### config.mk
export PLATFORM = sky130hd
export DESIGN_NAME = sorted_list_insert_delete
export DESIGN_NICKNAME = d
export VERILOG_FILES = /design/src/rtl/sli_pkg.sv /design/src/rtl/sli_ram.sv /design/src/rtl/sli_datapath.sv /design/src/rtl/sli_ctrl.sv /design/src/rtl/sorted_list_insert_delete.sv
export SDC_FILE = /design/constraint.sdc
export NUM_CORES = 1
export LEC_CHECK = 0
export ABC_AREA = 1
export BUFFER_PORTS_ARGS = -buffer_cell sky130_fd_sc_hd__buf_2
export CAP_MARGIN = 20
export CORE_MARGIN = 5
export CORE_UTILIZATION = 50
export DETAILED_ROUTE_END_ITERATION = 12
export PLACE_DENSITY = 0.63
export SYNTH_ARGS = -nofsm -noshare
export SYNTH_HDL_FRONTEND = slang
export SYNTH_HIERARCHICAL = 1
export SYNTH_SLANG_ARGS = --single-unit
export TNS_END_PERCENT = 5
### constraint.sdc
create_clock -name aclk -period 4.2 [get_ports aclk]
set_input_delay 0.21 -clock aclk [delete_from_list [all_inputs] [get_ports aclk]]
set_output_delay 0.21 -clock aclk [all_outputs]
set_load 0.005 [all_outputs]
### src/rtl/sli_pkg.sv
// Shared types and codes for the sorted list insert/delete block.
// Used by the controller, the datapath and the top level; depends on nothing.
`default_nettype none

package sli_pkg;

    // Request kinds on the input channel
    localparam logic REQ_INSERT = 1'b0;
    localparam logic REQ_DELETE = 1'b1;

    // Result status codes
    typedef enum logic [1:0] {
        ST_DONE      = 2'd0,
        ST_FULL      = 2'd1,
        ST_NOT_FOUND = 2'd2
    } status_t;

    // Controller states
    typedef enum logic [1:0] {
        S_IDLE,
        S_LOOK,
        S_CHECK,
        S_RESP
    } state_t;

    // Commands from controller to datapath
    typedef struct packed {
        logic load;   // capture request, set up scan
        logic step;   // evaluate read data, shift at most one entry
        logic fin;    // place/remove, update fill and result
    } cmd_t;

    // Status from datapath to controller
    typedef struct packed {
        logic scan_end;  // no more entries to visit for this request
    } sts_t;

endpackage

`default_nettype wire

### src/rtl/sli_ram.sv
// Generic single-write, single-read RAM with registered read data.
// Standalone; no package needed.
`default_nettype none

module sli_ram #(
    parameter int WIDTH = 32,
    parameter int DEPTH = 16
) (
    input  wire logic                     aclk,
    input  wire logic                     we,
    input  wire logic [$clog2(DEPTH)-1:0] waddr,
    input  wire logic [WIDTH-1:0]         wdata,
    input  wire logic [$clog2(DEPTH)-1:0] raddr,
    output logic      [WIDTH-1:0]         rdata
);

    logic [WIDTH-1:0] mem [DEPTH];

    // Write port and registered read port
    always_ff @(posedge aclk) begin
        if (we) begin
            mem[waddr] <= wdata;
        end
        rdata <= mem[raddr];
    end

endmodule

`default_nettype wire

### src/rtl/sli_datapath.sv
// Datapath: entry table, fill count, scan index and result registers.
// Depends on sli_pkg and sli_ram.
`default_nettype none

module sli_datapath #(
    parameter int DEPTH = 16
) (
    input  wire logic                aclk,
    input  wire logic                aresetn,
    input  wire sli_pkg::cmd_t       cmd,
    output sli_pkg::sts_t            sts,
    input  wire logic                s_req_type,
    input  wire logic signed [31:0]  s_value,
    output logic [1:0]               m_status,
    output logic [4:0]               m_count,
    output logic                     m_empty_res,
    output logic signed [31:0]       m_smallest
);
    import sli_pkg::*;

    localparam int AW = $clog2(DEPTH);
    localparam int FW = $clog2(DEPTH + 1);

    logic [FW-1:0]        fill_reg, fill_next;
    logic [FW-1:0]        idx_reg, idx_next;
    logic                 found_reg, found_next;
    logic                 stop_reg, stop_next;
    logic                 type_reg, type_next;
    logic signed [31:0]   value_reg, value_next;
    logic signed [31:0]   min_reg, min_next;
    status_t              status_reg, status_next;

    logic [FW-1:0]        idx_m1;
    logic                 full;
    logic                 we;
    logic [AW-1:0]        waddr, raddr;
    logic [31:0]          wdata, rdata;
    logic [FW+4:0]        fill_ext;

    sli_ram #(.WIDTH(32), .DEPTH(DEPTH)) u_ram (
        .aclk  (aclk),
        .we    (we),
        .waddr (waddr),
        .wdata (wdata),
        .raddr (raddr),
        .rdata (rdata)
    );

    assign idx_m1 = idx_reg - FW'(1);
    assign full   = (fill_reg == FW'(DEPTH));

    // Insert scans downwards from the top, delete scans upwards from the bottom
    assign raddr = (type_reg == REQ_DELETE) ? idx_reg[AW-1:0] : idx_m1[AW-1:0];
    assign sts.scan_end = (type_reg == REQ_INSERT)
                        ? (full || stop_reg || (idx_reg == '0))
                        : (idx_reg == fill_reg);

    // Next-state logic for the datapath registers and table writes
    always_comb begin
        fill_next   = fill_reg;
        idx_next    = idx_reg;
        found_next  = found_reg;
        stop_next   = stop_reg;
        type_next   = type_reg;
        value_next  = value_reg;
        min_next    = min_reg;
        status_next = status_reg;
        we          = 1'b0;
        waddr       = idx_reg[AW-1:0];
        wdata       = value_reg;

        if (cmd.load) begin
            type_next  = s_req_type;
            value_next = s_value;
            found_next = 1'b0;
            stop_next  = 1'b0;
            idx_next   = (s_req_type == REQ_INSERT) ? fill_reg : '0;
        end

        if (cmd.step) begin
            if (type_reg == REQ_INSERT) begin
                // Stop once the entry below is strictly smaller, else move it up
                if (value_reg > $signed(rdata)) begin
                    stop_next = 1'b1;
                end else begin
                    we       = 1'b1;
                    wdata    = rdata;
                    idx_next = idx_m1;
                end
            end else begin
                // After the match, pull every later entry down by one
                if (found_reg) begin
                    we    = 1'b1;
                    waddr = idx_m1[AW-1:0];
                    wdata = rdata;
                end else if (rdata == value_reg) begin
                    found_next = 1'b1;
                end
                idx_next = idx_reg + FW'(1);
            end
        end

        if (cmd.fin) begin
            if (type_reg == REQ_INSERT) begin
                if (full) begin
                    status_next = ST_FULL;
                end else begin
                    we          = 1'b1;
                    wdata       = value_reg;
                    fill_next   = fill_reg + FW'(1);
                    status_next = ST_DONE;
                end
            end else begin
                if (found_reg) begin
                    fill_next   = fill_reg - FW'(1);
                    status_next = ST_DONE;
                end else begin
                    status_next = ST_NOT_FOUND;
                end
            end
        end

        // Track the head entry as it is written
        if (we && (waddr == '0)) begin
            min_next = $signed(wdata);
        end
    end

    // Control registers
    always_ff @(posedge aclk) begin
        if (!aresetn) begin
            fill_reg  <= '0;
            idx_reg   <= '0;
            found_reg <= 1'b0;
            stop_reg  <= 1'b0;
            type_reg  <= REQ_INSERT;
        end else begin
            fill_reg  <= fill_next;
            idx_reg   <= idx_next;
            found_reg <= found_next;
            stop_reg  <= stop_next;
            type_reg  <= type_next;
        end
    end

    // Payload registers
    always_ff @(posedge aclk) begin
        value_reg  <= value_next;
        min_reg    <= min_next;
        status_reg <= status_next;
    end

    // Result fields
    assign fill_ext    = {5'b0, fill_reg};
    assign m_status    = status_reg;
    assign m_count     = fill_ext[4:0];
    assign m_empty_res = (fill_reg == '0);
    assign m_smallest  = (fill_reg == '0) ? 32'sd0 : min_reg;

endmodule

`default_nettype wire

### src/rtl/sli_ctrl.sv
// Controller state machine: sequences the scan and both handshakes.
// Depends on sli_pkg.
`default_nettype none

module sli_ctrl (
    input  wire logic          aclk,
    input  wire logic          aresetn,
    input  wire logic          s_valid,
    output logic               s_ready,
    output logic               m_valid,
    input  wire logic          m_ready,
    output sli_pkg::cmd_t      cmd,
    input  wire sli_pkg::sts_t sts
);
    import sli_pkg::*;

    state_t state_reg, state_next;

    // State register
    always_ff @(posedge aclk) begin
        if (!aresetn) begin
            state_reg <= S_IDLE;
        end else begin
            state_reg <= state_next;
        end
    end

    // Next state and commands
    always_comb begin
        state_next = state_reg;
        cmd        = '0;
        s_ready    = 1'b0;
        m_valid    = 1'b0;
        case (state_reg)
            S_IDLE: begin
                s_ready = 1'b1;
                if (s_valid) begin
                    cmd.load   = 1'b1;
                    state_next = S_LOOK;
                end
            end
            S_LOOK: begin
                // The table read for the current position is issued here
                if (sts.scan_end) begin
                    cmd.fin    = 1'b1;
                    state_next = S_RESP;
                end else begin
                    state_next = S_CHECK;
                end
            end
            S_CHECK: begin
                cmd.step   = 1'b1;
                state_next = S_LOOK;
            end
            S_RESP: begin
                m_valid = 1'b1;
                if (m_ready) begin
                    state_next = S_IDLE;
                end
            end
            default: begin
                state_next = S_IDLE;
            end
        endcase
    end

endmodule

`default_nettype wire

### src/rtl/sorted_list_insert_delete.sv
// Top level of the sorted list insert/delete block.
// Depends on sli_pkg, sli_ctrl and sli_datapath.
//
// Keeps an ascending sorted multiset of signed 32-bit values in a table of
// DEPTH entries. The input channel (s_valid/s_ready) carries one request:
// s_req_type 0 inserts s_value in order, 1 deletes the first equal entry.
// Each request yields exactly one result on the m_ channel: status (done,
// full, not found), entry count, empty flag and the smallest value held.
//
// One request is handled at a time. The table sits in a RAM with one read
// and one write port and registered read data, so each entry compared takes
// a read state (S_LOOK) and then a compare-and-move state (S_CHECK). An
// insert compares the entries it moves up plus the one it stops on, if any;
// a delete compares every entry held; a refused insert compares none. When
// the scan ends the controller enters S_RESP and offers the result. s_ready
// is high again the cycle after the result transfer.
//
// Reset empties the table at once (fill count to zero); table contents are
// not cleared. While the receiver stalls, the result holds and no new
// request is taken.
`default_nettype none

module sorted_list_insert_delete #(
    parameter int DEPTH = 16
) (
    input  wire logic               aclk,
    input  wire logic               aresetn,
    input  wire logic               s_valid,
    output logic                    s_ready,
    input  wire logic               s_req_type,
    input  wire logic signed [31:0] s_value,
    output logic                    m_valid,
    input  wire logic               m_ready,
    output logic [1:0]              m_status,
    output logic [4:0]              m_count,
    output logic                    m_empty_res,
    output logic signed [31:0]      m_smallest
);
    import sli_pkg::*;

    cmd_t cmd;
    sts_t sts;

    sli_ctrl u_ctrl (
        .aclk    (aclk),
        .aresetn (aresetn),
        .s_valid (s_valid),
        .s_ready (s_ready),
        .m_valid (m_valid),
        .m_ready (m_ready),
        .cmd     (cmd),
        .sts     (sts)
    );

    sli_datapath #(.DEPTH(DEPTH)) u_dp (
        .aclk        (aclk),
        .aresetn     (aresetn),
        .cmd         (cmd),
        .sts         (sts),
        .s_req_type  (s_req_type),
        .s_value     (s_value),
        .m_status    (m_status),
        .m_count     (m_count),
        .m_empty_res (m_empty_res),
        .m_smallest  (m_smallest)
    );

endmodule

`default_nettype wire

# [Yosys cells after proc, flatten, opt, wreduce, memory -nomap -nowiden]
# Memory sizes are Yosys's and may differ from the RTL's. A register that Yosys moved wholly into a read port is not among the register bits.
# Index checks and enable logic that the tools add are counted.
[totals] reg_bits=81 ramBits=512 inputBits=37 elab_cells=87 n_memories=1
[op_classes] add_sub_neg=4 n_lt_le_gt_ge=1 n_eq_ne=10 mux=53 reduce_logical=9
[mem_list] memory="u_dp.u_ram.mem" words=16 width=32 rd=1 rd_ports_with_merged_regs=1 write_ports=1 line="sli_ram.sv:17" text="logic [WIDTH-1:0] mem [DEPTH];"
[ops] operator="two-way mux 32 bit" n=8
[ops] operator="two-way mux 5 bit" n=8
[ops] operator="== test 32 bit" n=1
[ops] operator="> comparator 32 bit" n=1
[ops] operator="two-way mux 1 bit" n=28
[ops] operator="two-way mux 4 bit" n=4
[ops] operator="adder 5 x 1 -> 5 bit (second input constant)" n=2
[ops] operator="logical NOT 5 bit" n=2
[ops] operator="subtractor 5 x 1 -> 5 bit (second input constant)" n=2
[ops] operator="two-way mux 2 bit" n=4
[ops] operator="case mux 2 bit (4 select lines)" n=1
[ops] operator="== test 5 bit" n=1
[ops] operator="== test 5 bit (second input constant)" n=1
[ops] operator="== test 2 bit (second input constant)" n=2
[ops] operator="logical NOT 4 bit" n=1
[ops] operator="inequality test 2 x 1 -> 1 bit (second input constant)" n=2
[ops] operator="inequality test 2 bit (second input constant)" n=2
[ops] operator="AND reduction 3 bit" n=1
[ops] operator="== test 2 x 1 -> 1 bit (second input constant)" n=1
[ops] operator="logical NOT 2 bit" n=1
[ops] operator="logical OR 1 bit" n=2
[ops] operator="AND reduction 2 bit" n=1
[ops] operator="logical AND 1 bit" n=1

# [Longest topological paths before layout]
# Gate-level depths: netlist of the first run.
[logic_depth] ltp_word=9 depth_mapped=19 depth_no_buf=19

# [Cells and area by module]
# Netlist of the first run, hierarchy kept.
[modules_own_cells] module="sli_ram" n_inst=1 cells_each=2120 area_per_inst_um2=22730.6 seq_area_each_um2=16015.4
[modules_own_cells] module="sli_datapath" n_inst=1 cells_each=664 area_per_inst_um2=5620.4 seq_area_each_um2=2242.2
[modules_own_cells] module="sli_ctrl" n_inst=1 cells_each=20 area_per_inst_um2=116.4 seq_area_each_um2=40.0

# [Least setup slack after synthesis of the first run]
# Ideal clock, no wire load.
[synth_path] path_kind="reg-to-reg" start="register u_dp.value_reg[29]" end="memory u_dp.u_ram.mem[12][0] (enable)" setup_ns=0.421 arrival_time_ns=3.210 slack_ns=0.568 path_stages_with_launch=13 path_buffers=0 cell_sequence="edfxtp_1 -> ha_1 -> a21oi_1 -> nor2_1 -> nor2_1 -> nand2_1 -> a21oi_4 -> nand3_4 -> nand4_1 -> nand3b_1 -> nand2_1 -> nand3_1 -> nor2_1"
[synth_via] elab_chain_cells=9
[synth_lines] element="start: declaration" line="sli_datapath.sv:29" text="logic signed [31:0] value_reg, value_next;"
[synth_lines] element="start signal: assignment" line="sli_datapath.sv:148" text="value_reg <= value_next;"
[synth_lines] element="> comparator 32 bit (*)" line="sli_datapath.sv:83" text="if (value_reg > $signed(rdata)) begin"
[synth_lines] element="two-way mux 1 bit (*)" line="sli_datapath.sv:83"
[synth_lines] element="two-way mux 1 bit (*)" line="sli_datapath.sv:81" text="if (type_reg == REQ_INSERT) begin"
[synth_lines] element="two-way mux 1 bit (*)" line="sli_datapath.sv:80" text="if (cmd.step) begin"
[synth_lines] element="two-way mux 1 bit" line="sli_datapath.sv:105" text="if (full) begin"
[synth_lines] element="two-way mux 1 bit" line="sli_datapath.sv:104" text="if (type_reg == REQ_INSERT) begin"
[synth_lines] element="two-way mux 1 bit (*)" line="sli_datapath.sv:103" text="if (cmd.fin) begin"
[synth_lines] element="via u_dp.we" line="sli_datapath.sv:35" text="logic we;"
[synth_lines] element="two-way mux 1 bit (*)" line="sli_ram.sv:21" text="if (we) begin"
[synth_lines] element="two-way mux 1 bit (not written as such) (*)" line="sli_ram.sv:22" text="mem[waddr] <= wdata;"
[synth_lines] element="end: declaration" line="sli_ram.sv:17"
# The timed path passes the listed nets; every way through them passes the cells marked *.

# [Worst setup path in the final report of the first run]
[layout_path] start="register u_dp.value_reg[21]" end="memory u_dp.u_ram.mem[11][4] (enable)"
# The elaborated chain is that of the path after synthesis.

==> impl_results.md, run 1 <==
* Status: finished, final reports clean
* CTS root buf: clkbuf_16
* Max reg flops at 512
* CTS Sinks at 625
* Die area at 61810 sq um
* Port bufs at 78
* CP Launch Type: register
* Max transition margin at 36.02%
* Antenna-violating nets left at 0
* Syn. warnings at 6
* Synthesized-area fraction occupied by adder cells at 1.741%
* Critical path, cell by cell: ha_1 > nand2_1 > nor2_1 > nand4_1 > nor2_2 > nand2_2 > nand2_2 > nand2_4 > nand4_1 > nand3b_1 > nand2_1 > nand3b_1 > nor2_4 > buf_4
* Fin nets at 3011
* Most flop-heavy register: u_dp/u_ram/mem
* Net Count, Synth at 2880
* Vias/cell at 5.355
* TNS Setup at 0 ns
* Crit path from: u_dp/value_reg[21]
* HPWL after DPL at 43.36 mm
* PwrDens at 567.4 nW/um^2
* Number of global-route vias before repair at 19380
* HP Class: in -> reg
* Crit path DAT at 3.77 ns
* Max Fclk at 284.0 MHz
* Tcrit/Tclk final at 83.84%
* Post-synth EDFFs at 578
* Reg2reg start: u_dp/value_reg[21]
* Mapped Avg Cell Area at 10.15 sq um
* LEAKAGE at 14.09 nW
* Post-Syn Area at 28470 sq um
* DRT Wirelength at 73.37 mm
* Most frequent cells in the layout: nand2_1 (809), edfxtp_1 (578), inv_1 (520), nand3_1 (428), buf_2 (78)
* Final GP Congestion at 0.8847
* Cts repair resizes at 0
* Crit Path Class: reg -> reg
* WHS at 0.3376 ns
* DRT Pass-1 Iters at 7
* DIE HEIGHT at 248.6 um
* Minimum clock period at 3.521 ns
* Antenna violations before repair at 1
* Main combinational cell family by area after synthesis: simple AND/OR/NAND/NOR gates
* WL/cell at 19.60 um
* Number of max-cap violations at 0
* TritonCTS clock tree: done
* Asr flop ratio synth at 0%
* Clock buffer count from CTS at 67
* Library cells used by synthesis at 42
* Area Growth Syn to Fin at 13.97%
* XOR/XNOR share of the synthesized area at 0.2461%
* Post-CTS setup buffers at 0
* R2R Setup Slk at 0.68 ns
* R2R cell count at 14
* Final core occ at 57.54%
* First-pass GRT wire length at 113.2 mm
* Worst skew pair latency at 0.59 ns
* Worst slew pin tran at 0.9497 ns
* Initial Util at 50.49%
* GR Overflow Total at 0
* Post-synthesis simple-gate area fraction at 20.12%
* DRC violations left at 0
* Peak supply drop at 357.9 uV
* Mux contribution to synthesized area at 0%
* Via count at 20040
* Maximum number of pins on one net before global-route repair at 141
* Max-slew violation count at 0
* Share of cells above drive strength 1 at 10.62%
* Register area share after synthesis at 64.28%
* Fillers at 4746
* Placed Area at 29990 sq um
* Final std cells w/o fill at 3743
* CTS Buffer Depth at 3
* Crit-path max FO at 21
* Syn Inst Count at 2804
* Peak per-stage delay on the critical path at 0.48 ns
* Global-route usage over all layers at 23.26%
* Dominant synthesized flop cell: edfxtp_1
* Setup crit end: u_dp/u_ram/mem[11][4]
* Core ar. at 56390 sq um
* Drt first-iter violations at 1895
* Reg2reg end: u_dp/u_ram/mem[11][4]
* Chip width at 248.6 um
* Final setup skew at 0.01421 ns
* Final setup viols at 0
* Clock transition at path regs at 0.06 ns
* Post-Layout Inst Area at 32440 sq um
* Yosys reg bits at 625
* Hold_buf cts at 37
* H-Tree Depth at 3
* CP max-delay cell: edfxtp_1
* Row Count at 87
* RSZ-0062 raised after global routing: no
* Worst setup EP type: register
* Commonest non-fill, non-tap cell in the layout: nand2_1
* Post-Place Cells at 3585
* Compound-Gate Fraction of Synth Area at 3.635%
* I/O pin cnt at 79
* Final hold vios at 0
* Worst EP required at 4.45 ns
stage by stage:
stage | power [mW] | setup slack, ns
finish | 18.41 | 0.6786
CTS | 18.51 | 0.7013
detailed placement | 12.79 | 0.7286
global placement | 12.72 | 0.7870
floorplan | 11.06 | 0.5684
global route | 19.35 | 0.4958
layer usage:
metal	share of wire [%]	GRT usage (%)	vias up
li1	-	-	9480
met1	44	34.09	9643
met2	46	36.43	804
met3	7.6	3.417	115
met4	2.3	7.047	0
met5	0	0	-
worst min-delay path by stage:
stage | startpoint | cells past startpoint | end
floorplan | aresetn | 2 | u_ctrl/state_reg[0]
global placement | s_value[28] | 1 | u_dp/value_reg[28]
detailed placement | s_value[28] | 1 | u_dp/value_reg[28]
CTS | s_value[28] | 2 | u_dp/value_reg[28]
global route | s_value[29] | 2 | u_dp/value_reg[29]
finish | s_value[17] | 2 | u_dp/value_reg[17]
power breakdown:
part,internal (mW),switching [mW],leakage [nW],total [mW]
registers,7.41,0.197,5.61,7.61
logic,1.50,3.64,7.47,5.14
clock network,3.32,2.34,1.01,5.66
total,12.2,6.18,14.1,18.4
cell type report:
class	instances	area [sq um]	share of cell area (%)
well taps	756	945.9	2.915
clock inverters	33	290.3	0.8947
multi-input cells	1515	7513	23.16
diodes	1	2.502	0.007713
clock buffers	87	1794	5.530
repair buffers	202	1627	5.013
flip-flops and latches	625	18300	56.40
inverters	524	1974	6.085
synthesized netlist by cell type, types with 2 or more instances:
master	instances	share of area [%]
nand2_1	810	11
edfxtp_1	578	61
inv_1	522	6.9
nand3_1	428	7.5
buf_2	55	0.97
dfxtp_1	47	3.3
nor2_1	47	0.62
ha_1	38	1.7
nand4_1	38	0.84
a221oi_1	33	1.0
buf_6	32	1.3
clkbuf_1	30	0.40
a21oi_1	28	0.49
a22oi_2	28	1.2
o21ai_0	18	0.32
buf_1	16	0.21
o22ai_1	7	0.15
buf_4	6	0.16
xnor2_1	5	0.15
a22oi_1	4	0.11
nand3b_1	4	0.11
nand2_2	3	0.066
o21ai_1	3	0.053
xor2_1	3	0.092
a211oi_1	2	0.053
nand3_4	2	0.12
nor3_1	2	0.035
kinds of logic (layout without fill, tap and decap cells):
| kind of cell | count (synthesis) | in the layout |
|---|---|---|
| other cells | 0 | 1 |
| buf+inv | 664 | 846 |
| compound gates | 130 | 130 |
| simple gates | 1338 | 1338 |
| flops | 625 | 625 |
| xor+xnor | 8 | 8 |
| fa+ha+maj | 39 | 39 |
worst max-delay path, delay by kind of cell (launching register included):
kind          cells  cell delay, ns
simple gates     12            2.00
flops             1            0.48
fa+ha+maj         1            0.35
buf+inv           1            0.34
No activity file was read; power rests on OpenSTA's default activity.
==> run 2, diff against run 1 <==
Clock period 4.2 ns to 3.5 ns, I/O delays scaled along.
==> run 2 against run 1 <==
  * Register-to-register slack lost 0.43 ns
  * Sequential cell count is the same
  * Worst hold slack lost 0.23 ns
  * Sequential power grew 20%
  * Critical path depth increased by 3
  * Largest cell class unchanged
==> impl_results.md, run 2 (synthesis results as in run 1) <==
* CTS Buffer Depth at 3
* Port bufs at 78
* Max reg flops at 512
* Global-route usage over all layers at 24.74%
* Maximum number of pins on one net before global-route repair at 129
* PwrDens at 679.7 nW/um^2
* DRT Pass-1 Iters at 5
* Tcrit/Tclk final at 92.77%
* DRT Wirelength at 78.21 mm
* Vias/cell at 5.451
* Commonest non-fill, non-tap cell in the layout: nand2_1
* Fin nets at 3029
* Worst skew pair latency at 0.61 ns
* Max Fclk at 308.0 MHz
* Worst EP required at 3.93 ns
* Initial Util at 50.49%
* TritonCTS clock tree: done
* Die area at 61810 sq um
* H-Tree Depth at 3
* Final setup viols at 0
* Area Growth Syn to Fin at 15.34%
* Worst setup EP type: register
* Peak per-stage delay on the critical path at 0.44 ns
* PnR Total Power at 22.32 mW
* Placed Area at 30260 sq um
* Max-slew violation count at 0
* Number of max-cap violations at 0
* Peak supply drop at 422.4 uV
* Clock transition at path regs at 0.06 ns
* Hold depth at 3
* Critical path, cell by cell: ha_1 > a21oi_1 > nor2_1 > nor2_1 > nand2_1 > nand2_1 > nand2_1 > nand2_2 > nand2_2 > nand2_4 > buf_4 > nand3_4 > buf_4 > nand2_1 > nand3_1 > a22oi_2 > buf_4
* Antenna violations before repair at 0
* Worst slew pin tran at 1.025 ns
* Final GP Congestion at 0.8398
* CTS root buf: clkbuf_16
* Core ar. at 56390 sq um
* TNS Setup at 0 ns
* Fillers at 4719
* I/O pin cnt at 79
* Final setup skew at 0.02236 ns
* CP top delay family: buffers and inverters
* Chip width at 248.6 um
* Number of global-route vias before repair at 19490
* Most used cell along the critical path: nand2_1
* Most frequent cells in the layout: nand2_1 (809), edfxtp_1 (578), inv_1 (520), nand3_1 (428)
* Final std cells w/o fill at 3762
* Crit path DAT at 3.67 ns
* Crit-path max FO at 34
* DRC violations left at 0
* Crit Path Class: reg -> reg
* ANT cells at 0
* Final core occ at 58.23%
* Antenna-violating nets left at 0
* Via count at 20510
* Share of cells above drive strength 1 at 11.58%
* Post-place setup slack at 0.2344 ns
* Most flop-heavy register: u_dp/u_ram/mem
* Critical path buffer and inverter count at 3
* DIE HEIGHT at 248.6 um
* WP depth at 17
* Minimum clock period at 3.247 ns
* Final hold vios at 0
* WL/cell at 20.79 um
* HP Class: in -> reg
* RSZ-0062 raised after global routing: no
* Reg area at 18300 sq um
* Row Count at 87
* Max transition margin at 31.64%
* Multi-input gate area in the final layout at 7516 sq um
* HPWL after DPL at 43.61 mm
* Clock buffer count from CTS at 66
* Final worst slack at 0.2529 ns
* R2R cell count at 17
* LEAKAGE at 14.29 nW
* CP max-delay cell: edfxtp_1
* Drt first-iter violations at 1934
* WHS at 0.1063 ns
* First-pass GRT wire length at 119.3 mm
* CP Launch Type: register
* Post-Place Cells at 3602
* GR Overflow Total at 0
* CTS Sinks at 625
* Post-Layout Inst Area at 32840 sq um
* Status: finished, final reports clean
run 2: cell count changes in the layout (fill, tap and decap cells not counted), sizes merged:
| cell | before | now |
|---|---|---|
| clkinvlp | 4 | 0 |
| buf | 165 | 185 |
| bufinv | 5 | 6 |
| clkinv | 23 | 26 |
| clkbuf | 87 | 88 |
| diode | 1 | 0 |
| dlygate4sd3 | 37 | 36 |
run 2: timing repair:
action,in CTS,in global routing
setup endpoints to repair,0,39
hold buffers,36,0
hold endpoints to repair,42,0
gates resized for setup,0,2
buffers inserted,0,3
run 2: where the power goes:
part / total, mW / switching (mW) / internal [mW]
sequential: 9.14 / 0.252 / 8.89
clock: 7.07 / 2.90 / 4.17
combinational: 6.11 / 4.23 / 1.87
run 2: routing by layer:
layer,routed length [um],vias up,GRT usage (%)
met4,2077,0,7.788
met5,0,-,0
li1,-,9525,-
met3,6070,117,4.180
met2,36280,871,38.52
met1,33790,9992,35.95
run 2: worst register-to-register path: cells and delay by family, from the launching register on:
| kind | cells | cell delay, ns |
|---|---|---|
| buf+inv | 3 | 0.96 |
| flops | 1 | 0.44 |
| compound gates | 2 | 0.37 |
| fa+ha+maj | 1 | 0.34 |
| simple gates | 11 | 0.95 |
run 2: worst paths after layout:
check | slack (ns) | from | endpoint
hold reg to reg | 0.50 | u_dp/stop_reg | u_dp/stop_reg
setup reg to reg | 0.25 | u_dp/value_reg[5] | u_dp/min_reg[14]
hold / removal | 0.11 | s_valid | u_dp/value_reg[22]
setup / recovery | 0.25 | u_dp/value_reg[5] | u_dp/min_reg[14]
run 2: final cells by class:
cell class                      instances  area share (%)
Inverter                              524           6.021
Clock inverter                         33           1.048
Multi-Input combinational cell       1515           22.89
Sequential cell                       625           55.73
Tap cell                              756           2.881
Timing Repair Buffer                  221           5.811
Clock buffer                           88           5.624
